**src/rtl/wmcd_pkg.sv**
```systemverilog
// ----------------------------------------------------------------------------
// wmcd_pkg
// Shared types and constants of the watermark crossing detector.
// ----------------------------------------------------------------------------
package wmcd_pkg;

  localparam int COUNT_W        = 16;
  localparam int NUM_MARK_REGS  = 3;
  localparam int MARKS_PER_SIDE = 3;
  localparam int MARK_IDX_W     = 2;
  localparam int MASK_W         = 3;
  localparam int CFG_IDX_W      = 4;
  localparam int CFG_DATA_W     = 16;
  localparam int IN_TDATA_W     = 32;
  localparam int OUT_TDATA_W    = 24;
  localparam int OUT_FIELDS_W   = 1 + MARK_IDX_W + COUNT_W;

  // register indexes on the configuration port
  localparam logic [CFG_IDX_W-1:0] REG_HIGH_MARK_A   = 4'd0;
  localparam logic [CFG_IDX_W-1:0] REG_HIGH_MARK_B   = 4'd1;
  localparam logic [CFG_IDX_W-1:0] REG_HIGH_MARK_C   = 4'd2;
  localparam logic [CFG_IDX_W-1:0] REG_LOW_MARK_A    = 4'd3;
  localparam logic [CFG_IDX_W-1:0] REG_LOW_MARK_B    = 4'd4;
  localparam logic [CFG_IDX_W-1:0] REG_LOW_MARK_C    = 4'd5;
  localparam logic [CFG_IDX_W-1:0] REG_HIGH_ENABLE   = 4'd6;
  localparam logic [CFG_IDX_W-1:0] REG_LOW_ENABLE    = 4'd7;

  localparam logic SIDE_RISING  = 1'b0;
  localparam logic SIDE_FALLING = 1'b1;

  typedef logic [COUNT_W-1:0] count_t;

  typedef struct packed {
    count_t [NUM_MARK_REGS-1:0] high_mark;
    count_t [NUM_MARK_REGS-1:0] low_mark;
    logic [MASK_W-1:0]          high_en;
    logic [MASK_W-1:0]          low_en;
  } wmcd_cfg_t;

  typedef struct packed {
    logic                  found;
    logic                  side;
    logic [MARK_IDX_W-1:0] index;
  } wmcd_hit_t;

endpackage

```
**src/rtl/wmcd_cfg_regs.sv**
```systemverilog
// ----------------------------------------------------------------------------
// wmcd_cfg_regs
// Threshold and enable registers written through the configuration channel.
// ----------------------------------------------------------------------------
module wmcd_cfg_regs
  import wmcd_pkg::*;
(
  input  logic                  clk,
  input  logic                  rst,
  input  logic                  cfg_valid,
  input  logic [CFG_IDX_W-1:0]  cfg_index,
  input  logic [CFG_DATA_W-1:0] cfg_data,
  output wmcd_cfg_t             cfg
);

  always_ff @(posedge clk) begin
    if (rst) begin
      cfg <= '0;
    end else if (cfg_valid) begin
      case (cfg_index)
        REG_HIGH_MARK_A: cfg.high_mark[0] <= cfg_data;
        REG_HIGH_MARK_B: cfg.high_mark[1] <= cfg_data;
        REG_HIGH_MARK_C: cfg.high_mark[2] <= cfg_data;
        REG_LOW_MARK_A:  cfg.low_mark[0]  <= cfg_data;
        REG_LOW_MARK_B:  cfg.low_mark[1]  <= cfg_data;
        REG_LOW_MARK_C:  cfg.low_mark[2]  <= cfg_data;
        REG_HIGH_ENABLE: cfg.high_en      <= cfg_data[MASK_W-1:0];
        REG_LOW_ENABLE:  cfg.low_en       <= cfg_data[MASK_W-1:0];
        default: ;  // unknown index, write dropped
      endcase
    end
  end

endmodule

```
**src/rtl/wmcd_select.sv**
```systemverilog
// ----------------------------------------------------------------------------
// wmcd_select
// Picks the nearest enabled mark on the active side and checks the crossing.
// ----------------------------------------------------------------------------
module wmcd_select
  import wmcd_pkg::*;
(
  input  wmcd_cfg_t cfg,
  input  count_t    new_count,
  input  count_t    current_count,
  input  count_t    last_count,
  output wmcd_hit_t hit
);

  logic                  hi_found;
  logic                  lo_found;
  count_t                hi_best;
  count_t                lo_best;
  logic [MARK_IDX_W-1:0] hi_pick;
  logic [MARK_IDX_W-1:0] lo_pick;

  // strict compares keep the lowest index among equal levels
  always_comb begin
    hi_found = 1'b0;
    lo_found = 1'b0;
    hi_best  = '0;
    lo_best  = '0;
    hi_pick  = '0;
    lo_pick  = '0;
    for (int i = 0; i < MARKS_PER_SIDE; i++) begin
      if (cfg.high_en[i] && cfg.high_mark[i] <= new_count &&
          (!hi_found || cfg.high_mark[i] > hi_best)) begin
        hi_found = 1'b1;
        hi_best  = cfg.high_mark[i];
        hi_pick  = MARK_IDX_W'(i);
      end
      if (cfg.low_en[i] && cfg.low_mark[i] >= new_count &&
          (!lo_found || cfg.low_mark[i] < lo_best)) begin
        lo_found = 1'b1;
        lo_best  = cfg.low_mark[i];
        lo_pick  = MARK_IDX_W'(i);
      end
    end
  end

  always_comb begin
    if (new_count < current_count) begin
      hit.side  = SIDE_FALLING;
      hit.index = lo_pick;
      hit.found = lo_found && (last_count > lo_best);
    end else begin
      hit.side  = SIDE_RISING;
      hit.index = hi_pick;
      hit.found = hi_found && (last_count < hi_best);
    end
  end

endmodule

```
**src/rtl/watermark_crossing_detector.sv**
```systemverilog
// ----------------------------------------------------------------------------
// watermark_crossing_detector
// Reports when a queue count crosses an enabled high or low watermark.
// ----------------------------------------------------------------------------
// usage:
//   s_axis carries one count update per transfer: new_count and current_count.
//   m_axis carries one notification per crossing: side, mark index, new count.
//   an update that crosses no mark produces no transfer on m_axis.
//   cfg writes the six mark levels and two enable masks; write only while idle.
// timing:
//   one update per cycle while m_axis is not stalled; an update is held in the
//   input register, is evaluated against the marks and the stored last count,
//   and its notification is then loaded into the output register, which drives
//   m_axis.
//   the last-count register updates in the same cycle as the evaluation, so
//   back-to-back updates see each other with no bubble.
// reset and stall:
//   rst clears marks, masks, last count and both valid flags.
//   while m_axis holds a notification and m_axis_tready is low the pipeline
//   holds; s_axis_tready drops once the input register is also full.
// ----------------------------------------------------------------------------
module watermark_crossing_detector
  import wmcd_pkg::*;
(
  input  logic                   clk,
  input  logic                   rst,
  input  logic                   s_axis_tvalid,
  output logic                   s_axis_tready,
  input  logic [IN_TDATA_W-1:0]  s_axis_tdata,   // new_count, current_count
  output logic                   m_axis_tvalid,
  input  logic                   m_axis_tready,
  output logic [OUT_TDATA_W-1:0] m_axis_tdata,   // mark_side, mark_index, reported_count, zero pad
  input  logic                   cfg_valid,
  output logic                   cfg_ready,
  input  logic [CFG_IDX_W-1:0]   cfg_index,
  input  logic [CFG_DATA_W-1:0]  cfg_data
);

  wmcd_cfg_t cfg;
  wmcd_hit_t hit;

  logic   in_valid;
  count_t in_new;
  count_t in_cur;
  count_t last_count;

  logic                  out_valid;
  logic                  out_side;
  logic [MARK_IDX_W-1:0] out_index;
  count_t                out_count;

  logic advance;

  assign cfg_ready     = 1'b1;
  assign advance       = !out_valid || m_axis_tready;
  assign s_axis_tready = !in_valid || advance;

  wmcd_cfg_regs u_cfg (
    .clk       (clk),
    .rst       (rst),
    .cfg_valid (cfg_valid),
    .cfg_index (cfg_index),
    .cfg_data  (cfg_data),
    .cfg       (cfg)
  );

  wmcd_select u_sel (
    .cfg           (cfg),
    .new_count     (in_new),
    .current_count (in_cur),
    .last_count    (last_count),
    .hit           (hit)
  );

  // input register
  always_ff @(posedge clk) begin
    if (rst) begin
      in_valid <= 1'b0;
    end else if (s_axis_tready) begin
      in_valid <= s_axis_tvalid;
    end
    if (s_axis_tvalid && s_axis_tready) begin
      in_new <= s_axis_tdata[COUNT_W-1:0];
      in_cur <= s_axis_tdata[2*COUNT_W-1:COUNT_W];
    end
  end

  // evaluation and result register
  always_ff @(posedge clk) begin
    if (rst) begin
      out_valid  <= 1'b0;
      last_count <= '0;
    end else if (advance) begin
      out_valid <= in_valid && hit.found;
      if (in_valid) begin
        last_count <= in_new;
      end
    end
    if (advance && in_valid) begin
      out_side  <= hit.side;
      out_index <= hit.index;
      out_count <= in_new;
    end
  end

  assign m_axis_tvalid = out_valid;
  assign m_axis_tdata  = {{(OUT_TDATA_W - OUT_FIELDS_W){1'b0}}, out_count, out_index, out_side};

endmodule

```
**config.mk**
```make
export PLATFORM = sky130hd
export DESIGN_NAME = watermark_crossing_detector
export DESIGN_NICKNAME = d
export VERILOG_FILES = /design/src/rtl/wmcd_pkg.sv /design/src/rtl/wmcd_cfg_regs.sv /design/src/rtl/wmcd_select.sv /design/src/rtl/watermark_crossing_detector.sv
export SDC_FILE = /design/constraint.sdc
export NUM_CORES = 1
export LEC_CHECK = 0
export CORE_ASPECT_RATIO = 1.75
export CORE_MARGIN = 5
export CORE_UTILIZATION = 58
export CTS_BUF_LIST = sky130_fd_sc_hd__clkbuf_4
export DETAILED_ROUTE_END_ITERATION = 10
export DONT_BUFFER_PORTS = 1
export GPL_TIMING_DRIVEN = 1
export PLACE_DENSITY = 0.82
export SYNTH_ARGS = -nofsm -noshare
export SYNTH_HDL_FRONTEND = slang
export SYNTH_SLANG_ARGS = --single-unit
```
**constraint.sdc**
```tcl
create_clock -name clk -period 7.8 [get_ports clk]
set_input_delay 0.39 -clock clk [delete_from_list [all_inputs] [get_ports clk]]
set_output_delay 0.39 -clock clk [all_outputs]
set_load 0.01 [all_outputs]
```
After elaboration in Yosys (flattened, before gate mapping):

Index checks and enable logic that the tools add are counted.

* register bits: 171
* latch bits: 0
* RAM bits: 0
* ROM bits: 0
* logic and storage cells: 90
* memories: 0

* add/subtract/negate cells: 0
* $mul: 0
* divide/modulo/power cells: 0
* $lt $le $gt $ge: 13
* equal/unequal tests: 7
* shift-type cells: 0
* multiplexer cells: 17
* bitwise logic cells: 0
* reductions and logical operators: 37

Operators by type and width (number)
* $mux 16: 6
* $lt 16x16->1: 4
* $ge 16x16->1: 3
* $gt 16x16->1: 3
* $le 16x16->1: 3
* $reduce_and 2->1: 9
* $eq 4x3->1 const B: 4
* $logic_and 1x1->1: 15
* $eq 4x2->1 const B: 2
* $mux 1: 8
* $logic_not 1->1: 6
* $logic_or 1x1->1: 6
* $eq 4x1->1 const B: 1
* $logic_not 4->1: 1
* $mux 2: 2
* $mux 4: 1

Longest topological paths before layout:

* depth after elaboration: 15
* gate-level depth with buffers: 41
* gate-level depth less buffers: 38

Modules after synthesis:

Synthesis repeated with hierarchy kept, for this count alone.

* cell total of the unflattened synthesis: 1258
* area total of the unflattened synthesis: 12157.9 um^2

By module, submodules not included
* wmcd_select: times used 1, cells each 755, area each 5675.4 um^2
* wmcd_cfg_regs: times used 1, cells each 360, area each 4056.4 um^2
* watermark_crossing_detector: times used 1, cells each 143, area each 2426.1 um^2

Least setup slack after synthesis:

No wires, ideal clock.

* path kind: register -> register
* start: register in_new[9]
* end: register out_valid (netlist: m_axis_tvalid)
* library setup time: 0.070 ns
* arrival time: 7.356 ns
* data required time: 7.730 ns
* path slack: 0.374 ns
* stages on the path, launching flop included: 38
* clock period less this slack: 7.426 ns
* cell sequence: edfxtp_1 > inv_1 > ha_1 > a21o_1 > a21o_1 > a211o_1 > o211ai_1 > a31oi_1 > clkbuf_1 > nor2b_1 > inv_1 > ha_1 > a21oi_1 > o21ai_0 > a221oi_1 > nor2_1 > o21a_1 > o21ai_1 > [... 2 more ...] > ha_1 > nand2_1 > or4_1 > a41oi_1 > a21oi_1 > or2_2 > clkbuf_1 > clkbuf_1 > nand2_1 > o21ai_0 > ha_1 > and4_1 > a21oi_1 > nand2_1 > a2111oi_0 > o2111a_1 > nor3_1 > a21oi_1

* word-level cells in the longest chain between the ends: 15
* elaborated cells between the ends (all ways): 47
* classes of those cells: order compare: 13; mux: 13; reduce/logical: 21

RTL lines
* start: declaration: RTL line watermark_crossing_detector.sv:43 `count_t in_new;`
* start signal: assignment: RTL line watermark_crossing_detector.sv:83 `in_new <= s_axis_tdata[COUNT_W-1:0];`
* $le 16x16->1 or $ge 16x16->1 (tied branches): RTL line wmcd_select.sv:31, wmcd_select.sv:37
* $logic_and 1x1->1 (on tied branches): RTL line wmcd_select.sv:31, wmcd_select.sv:37
* $mux 16, or another cell as far along: RTL line wmcd_select.sv:31 `if (cfg.high_en[i] && cfg.high_mark[i] <= new_count &&`
* $gt 16x16->1, or another cell as far along: RTL line wmcd_select.sv:32 `(!hi_found || cfg.high_mark[i] > hi_best)) begin`
* $logic_or 1x1->1 (on tied branches): RTL line wmcd_select.sv:32, wmcd_select.sv:38
* $logic_and 1x1->1 (on tied branches): RTL line wmcd_select.sv:31, wmcd_select.sv:37
* $mux 16, or another cell as far along: RTL line wmcd_select.sv:31
* $gt 16x16->1, or another cell as far along: RTL line wmcd_select.sv:32
* $logic_or 1x1->1 (on tied branches): RTL line wmcd_select.sv:32, wmcd_select.sv:38
* $logic_and 1x1->1 (on tied branches): RTL line wmcd_select.sv:31, wmcd_select.sv:37
* $mux 16 (on tied branches): RTL line wmcd_select.sv:31, wmcd_select.sv:37
* $lt 16x16->1 or $gt 16x16->1 (tied branches): RTL line wmcd_select.sv:54, wmcd_select.sv:50
* $logic_and 1x1->1 (on tied branches): RTL line wmcd_select.sv:54, wmcd_select.sv:50
* $mux 4 *: RTL line wmcd_select.sv:47 `if (new_count < current_count) begin`
* $logic_and 1x1->1 *: RTL line watermark_crossing_detector.sv:94 `out_valid <= in_valid && hit.found;`
* end signal: assignment: RTL line watermark_crossing_detector.sv:94
* end: declaration: RTL line watermark_crossing_detector.sv:47 `logic out_valid;`

Mark *: on every way between the ends. The rest lies on a longest branch, timed or not.
A chain may end at the register's enable or synchronous reset.

Worst setup path after layout:

* start: register in_new[12]
* end: register out_valid (netlist: m_axis_tvalid)

Same word-level chain as after synthesis.

==> impl_results.md <==
* CP Max Fanout at 7
* Initial core utilization at between 50% and 60%
* Die area at 23000 µm²
* Die height at between 150 and 200 µm
* CP arrival at between 8 and 9 ns
* Unique masters post-synth at 63
* Global-route wire length before repair at roughly 54000 µm
* R2R Setup Slk at between 0.2 and 0.25 ns
* Final setup vio count at 0
* Slew Viols, Final at 0
* Ports at between 80 and 90
* Core Box Area at around 20000 µm²
* Synth Area in Compound Gates at 15.2%
* Remaining Overflow, GRT at 0
* Clock root buffer: clkbuf_4
* Final Hold Vio Count at 0
* CTS Sinks at 171
* Hold depth at 3
* First-pass DRT Iterations at 7
* Share of layout cells above drive strength 1 at 13.4%
* Final core occ at a little under 70%
* F_max at around 130 MHz
* Worst hold path type: in -> reg
* Crit path launch type: register
* CTS tree: done
* Worst-margin pin slew at roughly 1.2 ns
* Largest net degree at the start of global routing at 120
* Synth Area in Simple Gates at around 16%
* Remaining DRCs at 0
* Die width at about 120 µm
* PD cells at 133 nW/µm²
* Antenna Nets Post-Route at 0
* Largest family of logic cells by synthesized area: adder cells
* Max Root-Sink Buffers at 2
* Worst r2r path cells at slightly above 40
* Crit-path most repeated cell: buf_4
* H-tree levels at 4
* FFs w/ async S/R, synth at 0%
* Hold Crit Start: cfg_index[0]
* Drt wl/cell at about 21 µm
* HPWL Detailed at about 27000 µm
* Final net count at approximately 1700
* Worst Hold End: u_cfg.cfg[3]
* Max Cap Violations at 0
* Row cnt at 68
* Inserted Clock Buffers at 17
* Worst setup path class: reg -> reg
* Synth Area in XOR/XNOR at 0%
* Leakage power at about 6 nW
* Clock transition at the registers of the reported paths at ~0.15 ns
* Status: complete, no violations
* CP required at about 8.4 ns
* Endpoint class of the critical path: register
* Slowest cell delay on critical path at approximately 0.45 ns
* WP buf/inv at 11
* Final WS setup at ~0.2 ns
* Seq/Total Area, Yosys at 34.0%
* Total track usage at 30.8%
* Synth Register Bits at between 150 and 200
* Mapped cell area at approximately 12000 µm²
* Iteration-0 DRC Markers at ~560
* Number of buffers added on ports at 0
* Sum of negative setup slack at 0 ns
* CP max-delay cell: edfxtp_1
* Clock Latency Late Sink at approximately 0.6 ns
* Avg Vias per Cell at roughly 6
* Initial antenna violation count at 1
* Primary FF master, synth: dfxtp_1
* Tcrit/Tclk final at a little over nine tenths
* Fin Clk Skew at 0.0258 ns
* Synth warnings at 0
* Area grow syn2layout at 16.2%
* Maximum VDD drop at 149 µV
* Worst slack, placed at -0.149 ns
* Mapped Avg Cell Area at 8.95 µm²
* Worst R2R End: m_axis_tvalid
* Mapped Cells at roughly 1300
* Filler Cells Inserted at 1550
* Mux cell area share after synthesis at about 7.5%
* Routed via count at roughly 10000
* Synth Area in Adders at 22.1%
* Slew headroom at 22.5%
* Reg2reg start: in_new[12]
* Vias in the first global route at 10300
* Number of enable flip-flop cells after synthesis at 51
* Final WL at roughly 36000 µm
* Routability-driven placement congestion ratio at 0.955
* Top Family by Delay on Critical Path: compound AO/OA/AOI/OAI gates
* Fin crit period at around 7.6 ns
[stage by stage]
stage / std cells / area (µm²) / power (mW) / hold WS, ns
2_1_floorplan: 1296 / 11600 / 1.15 / 0.436
3_3_place_gp: 1553 / 12200 / 1.22 / 0.440
3_5_place_dp: 1553 / 12200 / 1.23 / 0.449
4_1_cts: 1636 / 13000 / 1.78 / 0.0652
5_1_grt: 1659 / 13400 / 1.87 / 0.0778
6_report: 1659 / 13400 / 1.79 / 0.101
[worst reg2reg max path, delay by kind of cell (launching register included)]
family                   cells  cell delay, ns
multiplexers                 1            0.34
flip-flops                   1            0.45
adder cells (fa/ha/maj)      4            1.17
buffers and inverters       11            1.65
AND/OR/NAND/NOR             10            1.23
AO/OA/AOI/OAI               15            2.73
[power breakdown]
| group | total, mW | internal (mW) | leakage [nW] | switching, mW |
|---|---|---|---|---|
| Sequential | 0.972 | 0.945 | 1.46 | 0.0269 |
| Combinational | 0.297 | 0.129 | 4.47 | 0.168 |
| Clock | 0.522 | 0.190 | 0.151 | 0.332 |
[kinds of logic (layout without fill, tap and decap cells)]
group / Yosys count / after routing
DFF: 171 / 171
adders and majority gates: 204 / 204
buffers and inverters: 134 / 249
AOI/OAI and AO/OA: 283 / 283
other: 2 / 7
and+or+nand+nor: 413 / 415
muxes: 85 / 85
[worst max-delay path by stage]
| stage | startpoint | endpoint | slack (ns) | depth (start not counted) |
|---|---|---|---|---|
| 2_1_floorplan | in_new[9] | m_axis_tvalid | 0.37 | 37 |
| 3_3_place_gp | in_new[7] | m_axis_tvalid | -0.09 | 36 |
| 3_5_place_dp | in_new[7] | m_axis_tvalid | -0.15 | 37 |
| 4_1_cts | in_new[14] | m_axis_tvalid | 0.03 | 38 |
| 5_1_grt | in_new[12] | m_axis_tvalid | -0.05 | 41 |
| 6_report | in_new[12] | m_axis_tvalid | 0.20 | 41 |
[cell usage in the layout (no fill, tap or decap), types with 4 or more instances in the layout]
master,instances
o21a_1,15
mux2_2,8
nand3_1,13
dlygate4sd3_1,49
nor2b_1,26
nand4_1,25
ha_1,199
buf_4,80
ha_4,4
inv_2,5
mux2i_1,68
nand2b_1,11
a21oi_2,11
o211ai_1,5
nor3b_1,11
dfxtp_1,120
a211o_1,7
clkinv_4,4
nor2_1,77
a21oi_1,121
nor3b_2,7
o21ai_0,42
conb_1,6
o21ai_1,6
inv_1,73
edfxtp_1,51
mux2_1,6
clkbuf_4,17
a21o_1,38
nor3_1,7
nand2_1,202
a211oi_1,5
[cells in the mapped netlist (2+ instances only)]
| cell type | number | area [µm²] |
|---|---|---|
| a2111oi_0 | 4 | 35.0 |
| a211o_1 | 7 | 61.3 |
| a211oi_1 | 7 | 52.6 |
| a21o_1 | 39 | 293 |
| a21oi_1 | 131 | 656 |
| a2bb2oi_1 | 2 | 17.5 |
| a31o_2 | 2 | 17.5 |
| a31oi_1 | 3 | 18.8 |
| and2_1 | 2 | 12.5 |
| and3_1 | 2 | 12.5 |
| and4_1 | 3 | 26.3 |
| buf_1 | 2 | 7.51 |
| buf_4 | 8 | 60.1 |
| clkbuf_1 | 42 | 158 |
| conb_1 | 2 | 7.51 |
| dfxtp_1 | 120 | 2400 |
| edfxtp_1 | 51 | 1530 |
| ha_1 | 204 | 2550 |
| inv_1 | 79 | 297 |
| mux2_1 | 7 | 78.8 |
| mux2_2 | 8 | 90.1 |
| mux2i_1 | 70 | 701 |
| nand2_1 | 203 | 762 |
| nand2b_1 | 11 | 68.8 |
| nand3_1 | 13 | 65.1 |
| nand3b_1 | 3 | 22.5 |
| nand4_1 | 25 | 156 |
| nor2_1 | 79 | 297 |
| nor2b_1 | 28 | 175 |
| nor3_1 | 8 | 40.0 |
| nor3b_1 | 18 | 135 |
| nor4_1 | 5 | 31.3 |
| o2111ai_1 | 2 | 17.5 |
| o211ai_1 | 5 | 37.5 |
| o21a_1 | 15 | 113 |
| o21ai_0 | 47 | 235 |
| o21ai_1 | 2 | 10.0 |
| o221ai_1 | 2 | 17.5 |
| or2_2 | 3 | 18.8 |
| or3_1 | 4 | 25.0 |
| or4_1 | 2 | 15.0 |
[registers in the layout, indices dropped and copies added (netlist names)]
name and flops:
in_valid 1, out_index 2, last_count 16, out_count 16, in_cur 16, out_side 1, u_cfg.cfg 102, m_axis_tvalid 1
in_new 16
[timing repair]
action                                  4_1_cts  5_1_grt
cloned                                        0        3
hold buffers                                 50        0
endpoints found under the hold margin       151        0
buffers inserted                              1       19
endpoints found under the setup margin        1        1
gates resized for setup                       2       64
pin swaps                                     0       18
[per-layer routing]
metal	vias to the layer above	routed length (µm)	track usage (%)
met5	-	0	0
met4	0	3250	22.7
met3	183	1700	5.04
met2	384	18200	54.5
met1	4824	12500	31.7
li1	4825	-	-
[layout make-up]
cell class | instances | area, µm² | area share [%]
antenna | 1 | 2.50 | 0.0186
clock buffer | 17 | 128 | 0.949
clock inverter | 15 | 149 | 1.11
inverter | 80 | 304 | 2.26
multi-input combinational | 993 | 7380 | 54.9
sequential | 171 | 3930 | 29.3
tap | 245 | 307 | 2.28
timing repair buffer | 137 | 1240 | 9.20
No activity file was read; power rests on OpenSTA's default activity.
